## src/sv/mrnp_pkg.sv

```systemverilog
// Shared types, codes and constants of the multi-radix number parser.
package mrnp_pkg;

  localparam int MAX_TEXT_DEF = 255;

  localparam logic [31:0] OVF_VALUE = 32'h00ff_ffff;
  localparam logic [31:0] DEC_LIMIT = 32'd429496729;
  localparam logic [31:0] HEX_MASK  = 32'hf000_0000;
  localparam logic [31:0] OCT_MASK  = 32'he000_0000;
  localparam logic [31:0] BIN_MASK  = 32'h8000_0000;

  localparam logic [7:0] CH_SPACE = 8'h20;
  localparam logic [7:0] CH_0     = 8'h30;
  localparam logic [7:0] CH_1     = 8'h31;
  localparam logic [7:0] CH_5     = 8'h35;
  localparam logic [7:0] CH_7     = 8'h37;
  localparam logic [7:0] CH_9     = 8'h39;
  localparam logic [7:0] CH_UA    = 8'h41;
  localparam logic [7:0] CH_UB    = 8'h42;
  localparam logic [7:0] CH_UF    = 8'h46;
  localparam logic [7:0] CH_UX    = 8'h58;
  localparam logic [7:0] CH_LA    = 8'h61;
  localparam logic [7:0] CH_LB    = 8'h62;
  localparam logic [7:0] CH_LF    = 8'h66;
  localparam logic [7:0] CH_LX    = 8'h78;

  typedef enum logic [2:0] {
    PH_DONE,
    PH_SKIP,
    PH_ZERO,
    PH_HEX,
    PH_OCT,
    PH_BIN,
    PH_DEC
  } phase_t;

  typedef enum logic [1:0] {
    ST_FOUND = 2'd0,
    ST_NONE  = 2'd1,
    ST_OVF   = 2'd2
  } status_t;

  typedef struct packed {
    logic        emit;
    logic [31:0] value;
    logic [7:0]  consumed;
    status_t     status;
  } mrnp_res_t;

endpackage

```

## src/sv/mrnp_step.sv

```systemverilog
// Combinational per-character parse step: next state and optional result.
module mrnp_step
  import mrnp_pkg::*;
#(
  parameter int MAX_TEXT = MAX_TEXT_DEF,
  localparam int PW = $clog2(MAX_TEXT + 1)
) (
  input  logic [7:0]    ch,
  input  logic          first,
  input  phase_t        phase,
  input  logic [31:0]   acc,
  input  logic [PW-1:0] pos,
  input  logic          seen,
  output phase_t        phase_nxt,
  output logic [31:0]   acc_nxt,
  output logic [PW-1:0] pos_nxt,
  output logic          seen_nxt,
  output mrnp_res_t     res
);

  phase_t          eff_phase;
  phase_t          rp;
  logic [31:0]     eff_acc;
  logic [PW-1:0]   eff_pos;
  logic            eff_seen;
  logic [PW-1:0]   pos_bump;
  logic [PW+7:0]   pos_ext;
  logic [7:0]      pos_sat;
  logic [31:0]     dacc;
  logic            dseen;
  logic [3:0]      dval;
  logic            dok;
  logic            ovf;
  logic [31:0]     acc_new;

  assign eff_phase = first ? PH_SKIP : phase;
  assign eff_acc   = first ? '0 : acc;
  assign eff_pos   = first ? '0 : pos;
  assign eff_seen  = first ? 1'b0 : seen;

  assign pos_bump = (eff_pos < PW'(MAX_TEXT)) ? eff_pos + PW'(1) : eff_pos;
  assign pos_ext  = {8'd0, eff_pos};
  assign pos_sat  = (pos_ext > (PW+8)'(255)) ? 8'hff : pos_ext[7:0];

  // Radix and starting accumulator used if this character is a digit.
  always_comb begin
    rp    = eff_phase;
    dacc  = eff_acc;
    dseen = eff_seen;
    if (eff_phase == PH_SKIP) begin
      rp    = PH_DEC;
      dacc  = '0;
      dseen = 1'b0;
    end else if (eff_phase == PH_ZERO) begin
      rp    = PH_OCT;
      dacc  = '0;
      dseen = 1'b0;
    end
  end

  always_comb begin
    dval = 4'd0;
    dok  = 1'b0;
    case (rp)
      PH_BIN: begin
        dok  = (ch == CH_0) || (ch == CH_1);
        dval = 4'(ch - CH_0);
      end
      PH_OCT: begin
        dok  = (ch >= CH_0) && (ch <= CH_7);
        dval = 4'(ch - CH_0);
      end
      PH_DEC: begin
        dok  = (ch >= CH_0) && (ch <= CH_9);
        dval = 4'(ch - CH_0);
      end
      default: begin
        if ((ch >= CH_0) && (ch <= CH_9)) begin
          dok  = 1'b1;
          dval = 4'(ch - CH_0);
        end else if ((ch >= CH_UA) && (ch <= CH_UF)) begin
          dok  = 1'b1;
          dval = 4'(ch - CH_UA + 8'd10);
        end else if ((ch >= CH_LA) && (ch <= CH_LF)) begin
          dok  = 1'b1;
          dval = 4'(ch - CH_LA + 8'd10);
        end
      end
    endcase
  end

  always_comb begin
    case (rp)
      PH_HEX: begin
        ovf     = (dacc & HEX_MASK) != '0;
        acc_new = {dacc[27:0], 4'd0} + {28'd0, dval};
      end
      PH_OCT: begin
        ovf     = (dacc & OCT_MASK) != '0;
        acc_new = {dacc[28:0], 3'd0} + {28'd0, dval};
      end
      PH_BIN: begin
        ovf     = (dacc & BIN_MASK) != '0;
        acc_new = {dacc[30:0], dval[0]};
      end
      default: begin
        ovf     = (dacc > DEC_LIMIT) || ((dacc == DEC_LIMIT) && ({4'd0, dval} > (CH_5 - CH_0)));
        acc_new = {dacc[28:0], 3'd0} + {dacc[30:0], 1'b0} + {28'd0, dval};
      end
    endcase
  end

  always_comb begin
    phase_nxt    = eff_phase;
    acc_nxt      = eff_acc;
    pos_nxt      = eff_pos;
    seen_nxt     = eff_seen;
    res.emit     = 1'b0;
    res.value    = '0;
    res.consumed = '0;
    res.status   = ST_FOUND;
    if ((eff_phase == PH_SKIP) && (ch >= 8'd1) && (ch <= CH_SPACE)) begin
      pos_nxt = pos_bump;
    end else if ((eff_phase == PH_SKIP) && (ch == CH_0)) begin
      pos_nxt   = pos_bump;
      phase_nxt = PH_ZERO;
      acc_nxt   = '0;
      seen_nxt  = 1'b0;
    end else if ((eff_phase == PH_SKIP) && ((ch == CH_LB) || (ch == CH_UB))) begin
      pos_nxt   = pos_bump;
      phase_nxt = PH_BIN;
      acc_nxt   = '0;
      seen_nxt  = 1'b0;
    end else if ((eff_phase == PH_ZERO) && ((ch == CH_LX) || (ch == CH_UX))) begin
      pos_nxt   = pos_bump;
      phase_nxt = PH_HEX;
    end else if ((eff_phase == PH_ZERO) && !dok) begin
      // lone zero
      res.emit     = 1'b1;
      res.consumed = pos_sat;
      phase_nxt    = PH_DONE;
    end else if (eff_phase != PH_DONE) begin
      acc_nxt  = dacc;
      seen_nxt = dseen;
      if (!dok) begin
        res.emit     = 1'b1;
        res.value    = dseen ? dacc : '0;
        res.consumed = dseen ? pos_sat : '0;
        res.status   = dseen ? ST_FOUND : ST_NONE;
        phase_nxt    = PH_DONE;
      end else if (ovf) begin
        res.emit   = 1'b1;
        res.value  = OVF_VALUE;
        res.status = ST_OVF;
        phase_nxt  = PH_DONE;
      end else begin
        acc_nxt   = acc_new;
        seen_nxt  = 1'b1;
        pos_nxt   = pos_bump;
        phase_nxt = rp;
      end
    end
  end

endmodule

```

## src/sv/multi_radix_number_parser.sv

```systemverilog
// Top level of the multi-radix number parser: input register, parse state, result register.
//
// Parses one unsigned 32-bit number from a character stream, one character per
// input transfer. Assert in_first with the first character of each text; leading
// codes 1..32 are skipped, then "0x"/"0X" selects hex, '0' plus an octal digit
// selects octal, a lone '0' is zero, 'b'/'B' selects binary, otherwise decimal.
// The first non-digit (NUL included) produces one result: status 0 with the value
// and the character count, status 1 (value 0, count 0) when no digit was found,
// or status 2 (value 0xffffff, count 0) at the digit that overflows. Later characters give nothing
// until the next in_first. Rate: one character per clock, sustained; the character
// that ends the number is held in the input register and its result is loaded into
// the result register once that register is free, which raises out_valid. The only
// stall comes from out_ready held low with a result waiting. No clearing pass is
// needed after reset.
module multi_radix_number_parser
  import mrnp_pkg::*;
#(
  parameter int MAX_TEXT = MAX_TEXT_DEF
) (
  input  logic        clk,
  input  logic        rst_n,
  input  logic        in_valid,
  output logic        in_ready,
  input  logic [7:0]  in_ch,
  input  logic        in_first,
  output logic        out_valid,
  input  logic        out_ready,
  output logic [31:0] out_value,
  output logic [7:0]  out_consumed,
  output logic [1:0]  out_status
);

  localparam int PW = $clog2(MAX_TEXT + 1);

  // input register
  logic          s1_valid_r;
  logic [7:0]    s1_ch_r;
  logic          s1_first_r;
  logic          s1_adv;

  // parse state
  phase_t        phase_r, phase_nxt;
  logic [31:0]   acc_r, acc_nxt;
  logic [PW-1:0] pos_r, pos_nxt;
  logic          seen_r, seen_nxt;

  // result register
  logic          out_valid_r;
  logic [31:0]   value_r;
  logic [7:0]    consumed_r;
  status_t       status_r;

  mrnp_res_t     res;

  // The held character is processed once the result register can take its result.
  assign s1_adv   = s1_valid_r && (!out_valid_r || out_ready);
  assign in_ready = !s1_valid_r || s1_adv;

  always_ff @(posedge clk) begin
    if (!rst_n) begin
      s1_valid_r <= 1'b0;
    end else if (in_ready) begin
      s1_valid_r <= in_valid;
    end
  end

  always_ff @(posedge clk) begin
    if (in_ready && in_valid) begin
      s1_ch_r    <= in_ch;
      s1_first_r <= in_first;
    end
  end

  mrnp_step #(
    .MAX_TEXT (MAX_TEXT)
  ) u_step (
    .ch        (s1_ch_r),
    .first     (s1_first_r),
    .phase     (phase_r),
    .acc       (acc_r),
    .pos       (pos_r),
    .seen      (seen_r),
    .phase_nxt (phase_nxt),
    .acc_nxt   (acc_nxt),
    .pos_nxt   (pos_nxt),
    .seen_nxt  (seen_nxt),
    .res       (res)
  );

  // Parse state advances with every processed character.
  always_ff @(posedge clk) begin
    if (!rst_n) begin
      phase_r <= PH_DONE;
      acc_r   <= '0;
      pos_r   <= '0;
      seen_r  <= 1'b0;
    end else if (s1_adv) begin
      phase_r <= phase_nxt;
      acc_r   <= acc_nxt;
      pos_r   <= pos_nxt;
      seen_r  <= seen_nxt;
    end
  end

  always_ff @(posedge clk) begin
    if (!rst_n) begin
      out_valid_r <= 1'b0;
    end else if (s1_adv && res.emit) begin
      out_valid_r <= 1'b1;
    end else if (out_ready) begin
      out_valid_r <= 1'b0;
    end
  end

  always_ff @(posedge clk) begin
    if (s1_adv && res.emit) begin
      value_r    <= res.value;
      consumed_r <= res.consumed;
      status_r   <= res.status;
    end
  end

  assign out_valid    = out_valid_r;
  assign out_value    = value_r;
  assign out_consumed = consumed_r;
  assign out_status   = status_r;

`ifndef SYNTHESIS
  a_ovf_fields: assert property (@(posedge clk) disable iff (!rst_n)
    (out_valid && (out_status == ST_OVF)) |-> ((out_value == OVF_VALUE) && (out_consumed == '0)))
    else $error("overflow result with wrong value or count");

  a_none_fields: assert property (@(posedge clk) disable iff (!rst_n)
    (out_valid && (out_status == ST_NONE)) |-> ((out_value == '0) && (out_consumed == '0)))
    else $error("no-number result with nonzero value or count");

  a_found_count: assert property (@(posedge clk) disable iff (!rst_n)
    (out_valid && (out_status == ST_FOUND)) |-> (out_consumed != '0))
    else $error("number found with zero count");

  a_stall_cause: assert property (@(posedge clk) disable iff (!rst_n)
    !in_ready |-> (out_valid && !out_ready))
    else $error("input stalled without output back-pressure");
`endif

endmodule
```

## config.mk

```make
export PLATFORM = sky130hd
export DESIGN_NAME = multi_radix_number_parser
export DESIGN_NICKNAME = d
export VERILOG_FILES = /design/src/sv/mrnp_pkg.sv /design/src/sv/mrnp_step.sv /design/src/sv/multi_radix_number_parser.sv
export SDC_FILE = /design/constraint.sdc
export NUM_CORES = 1
export LEC_CHECK = 0
export BUFFER_PORTS_ARGS = -buffer_cell sky130_fd_sc_hd__buf_2
export CAP_MARGIN = 15
export CORE_UTILIZATION = 63
export DETAILED_ROUTE_END_ITERATION = 10
export MAX_ROUTING_LAYER = met4
export PLACE_DENSITY = 0.82
export RECOVER_POWER = 25
export SLEW_MARGIN = 40
export SYNTH_ARGS = -nofsm -noshare
export SYNTH_HDL_FRONTEND = slang
export SYNTH_SLANG_ARGS = --single-unit
```

## constraint.sdc

```tcl
create_clock -name clk -period 9.85 [get_ports clk]
set_clock_uncertainty 0.1 [all_clocks]
set_input_delay 1.4775 -clock clk [delete_from_list [all_inputs] [get_ports clk]]
set_output_delay 1.4775 -clock clk [all_outputs]
set_load 0.01 [all_outputs]
```

==> impl_metrics.csv <==
group,metric,value,unit
sta,setup_viol,0,
route,routed_wl,30.3,mm
grt,antenna_found_initial,0,
synth,syn_inst,1147,
route,ant_nets,0,
sta,slew_headroom,33.1,%
worst_setup_path,cp_data_arrival_time,5.70,ns
synth,synth_cell_types,86,
finish,antennaDiodeCount,0,
grt,grt_max_degree,61,
synth,synthTopCellsByArea,"edfxtp_1 17%, dfxtp_1 10%, ha_1 9.1%",
clock_tree,cts_resized,0,
clock_tree,cts-htree-levels,3,
clock_tree,cts_root_buf,"clkbuf_16",
grt,grtUsageMet1,54.0,%
worst_setup_path,end_kind,"register",
worst_setup_path,crit_fanout,48,
clock_tree,cts.path.max_buffers,2,
die,num_rows,43,
pwr,power_frac_comb,18.6,%
pwr,p_sw,340,µW
placement,port_buffers,56,
clock_tree,post-cts-setup-buffer-count,0,
synth,ys_seq_elements,97,
synth,ys_seq_area_share,27.3,%
clock_tree,ctsHoldBuffers,0,
worst_setup_path,crit_required,9.98,ns
pwr,ir_worst_vdd,0.000130,V
grt,use_met2,62.0,%
finish,nets,1233,
clock_tree,clkTransAtPathRegs,0.08,ns
grt,grt_use_total,42.5,%
pwr,clockPowerShare,37.0,%
sta,timing.final.crit_period,5.57,ns
route,wl_per_cell,22.7,µm
placement,routabilityCongestion,1.00,
status,status,"finished clean",
pwr,p_per_area,106,nW/µm²
finish,final_common_cell,"nand2_1",
sta,fin_crit_sh,56.5,%
pwr,p_leak,0.00387,µW
die,initial_utilization,64.7,%
synth,synth_top_cell_by_area,"edfxtp_1",
pwr,p_int,673,µW
die,core,13900,µm²
grt,busiest_layer,"met2",
pwr,power.share.sequential,44.4,%
route,drc,0,
sta,worst_slew_pin_slew,1.00,ns
run,drv_cap,0,
synth,ys.flop_type,"edfxtp_1",
die,ios,57,
sta,timing.setup.tns,0,ns
die,die-area,14700,µm²
route,drt_first_pass_iters,6,
finish,layout-drive-gt1-share,7.69,%
synth,synth.cell_area,8980,µm²
synth,synth.avg_cell_area,7.83,µm²
synth,synth-edff-count,51,
synth,synth.net_count,1227,
placement,dp_hpwl,21.8,mm
route,viasPerCell,7.03,
sta,rsz0062_at_grt,"false",
worst_hold_path,hold_class,"reg2reg",
clock_tree,cts_tree,"done",
placement,dpl.cell_count,1321,
grt,grt_pass1_vias,8662,
grt,grt_util_met3,9.12,%
grt,grt_pass1_wl,46.7,mm
route,initialDrtViolationCount,1450,
synth,synth-async-reset-ratio,0,%
sta,slew_violations,0,
clock_tree,cts_buffers,9,
worst_setup_path,worst_setup_path_start_kind,"register",
die,die_w,121,µm
finish,layout_common_cells,"138 x nand2_1, 90 x nor2_1, 76 x o21ai_0, 74 x a21oi_1, 65 x ha_1",
synth,synth-warning-count,0,
die,die_h,121,µm
worst_setup_path,crit_type,"reg2reg",
sta,fmax,180,MHz
pwr,p_sw_share,33.6,%
route,vias,9402,
finish,final_cell_count_no_fill,1338,
clock_tree,clk_latency,0.37,ns
sta,hold_violations,0,
clock_tree,cts_sinks,97,
grt,overflow,0,
synth,synth_top_area_share,17.0,%
finish,syn_to_final_growth,6.59,%
==> registers in the layout (all words and copies together), names as in the netlist <==
name,cells
s1_valid_r,1
out_value,32
seen_r,1
out_status,2
acc_r,32
pos_r,8
s1_first_r,1
out_consumed,8
phase_r,3
out_valid,1
s1_ch_r,8
==> path summary, 6_finish.rpt <==
check | cells past startpoint | slack [ns] | startpoint | endpoint
min | 2 | 0.38 | seen_r | seen_r
max reg2reg | 18 | 4.28 | phase_r[0] | acc_r[28]
min reg2reg | 2 | 0.38 | seen_r | seen_r
max | 18 | 4.28 | phase_r[0] | acc_r[28]
==> routing by layer <==
layer  up-vias  share of wire, %
met2       707                43
li1       4281                 -
met3       137                12
met4         0               5.3
met1      4277                40
met5         -                 0
==> layout make-up <==
| class | count | area [µm²] |
|---|---|---|
| Multi-Input combinational cell | 931 | 6070 |
| Fill cell | 1181 | 4310 |
| Sequential cell | 97 | 2450 |
| Timing Repair Buffer | 72 | 364 |
| Clock buffer | 9 | 225 |
| Tap cell | 180 | 225 |
| Inverter | 42 | 158 |
| Clock inverter | 7 | 83.8 |
==> cell usage after synthesis (14+ instances only) <==
library cell  instances
nand2_1             138
nor2_1               93
o21ai_0              78
a21oi_1              75
ha_1                 65
edfxtp_1             51
dfxtp_1              46
clkbuf_1             45
inv_1                40
nand3_1              38
xnor2_1              33
a22oi_1              32
nor3_1               32
and2_1               23
nand2b_1             21
a211oi_1             19
nor2b_1              19
buf_2                17
a31oi_1              16
and3_1               15
nand4_1              15
xor2_1               14
==> critical path, cell delays in order, from the launching register on <==
cell	delay, ns
dfxtp_1	0.30
buf_4	0.28
or3_4	0.45
a21o_1	0.20
nor2_1	0.30
nand2_1	0.11
o41ai_1	0.51
ha_1	0.35
ha_1	0.25
fa_1	0.44
a211oi_1	0.28
o21bai_1	0.24
o2111ai_1	0.46
nand3_1	0.24
a21boi_0	0.27
o21ai_0	0.12
a21oi_1	0.19
xor2_1	0.18
o221ai_1	0.14
==> cells by family (layout without fill, tap and decap cells) <==
| group | Yosys count | after routing | share of synthesized area, % |
|---|---|---|---|
| and+or+nand+nor | 448 | 448 | 24.9 |
| DFF | 97 | 97 | 27.3 |
| buffers and inverters | 119 | 130 | 5.54 |
| xor gates and xnor gates | 48 | 48 | 4.76 |
| muxes | 13 | 13 | 1.48 |
| adders and majority gates | 67 | 67 | 9.50 |
| AOI/OAI and AO/OA | 355 | 355 | 26.5 |
==> power by group through the flow <==
stage / Clock [µW] / Sequential, µW / Combinational [µW]
after global placement: 0 / 459 / 176
after global routing: 388 / 452 / 199
final: 375 / 450 / 188
after CTS: 373 / 449 / 181
after floorplan: 0 / 456 / 125
after detailed placement: 0 / 459 / 180
==> stage by stage <==
step / setup slack [ns] / hold slack [ns] / cell area (µm²) / power, µW / utilization, %
after floorplan: 2.95 / 0.353 / 8980 / 581 / -
after global placement: 4.65 / 0.370 / 9280 / 635 / 66.8
after detailed placement: 4.43 / 0.371 / 9290 / 638 / 66.9
after CTS: 4.37 / 0.384 / 9600 / 1000 / 69.2
after global routing: 3.95 / 0.422 / 9570 / 1040 / 69.0
final: 4.28 / 0.384 / 9570 / 1010 / 69.0
(Power assumes the default switching activity.)
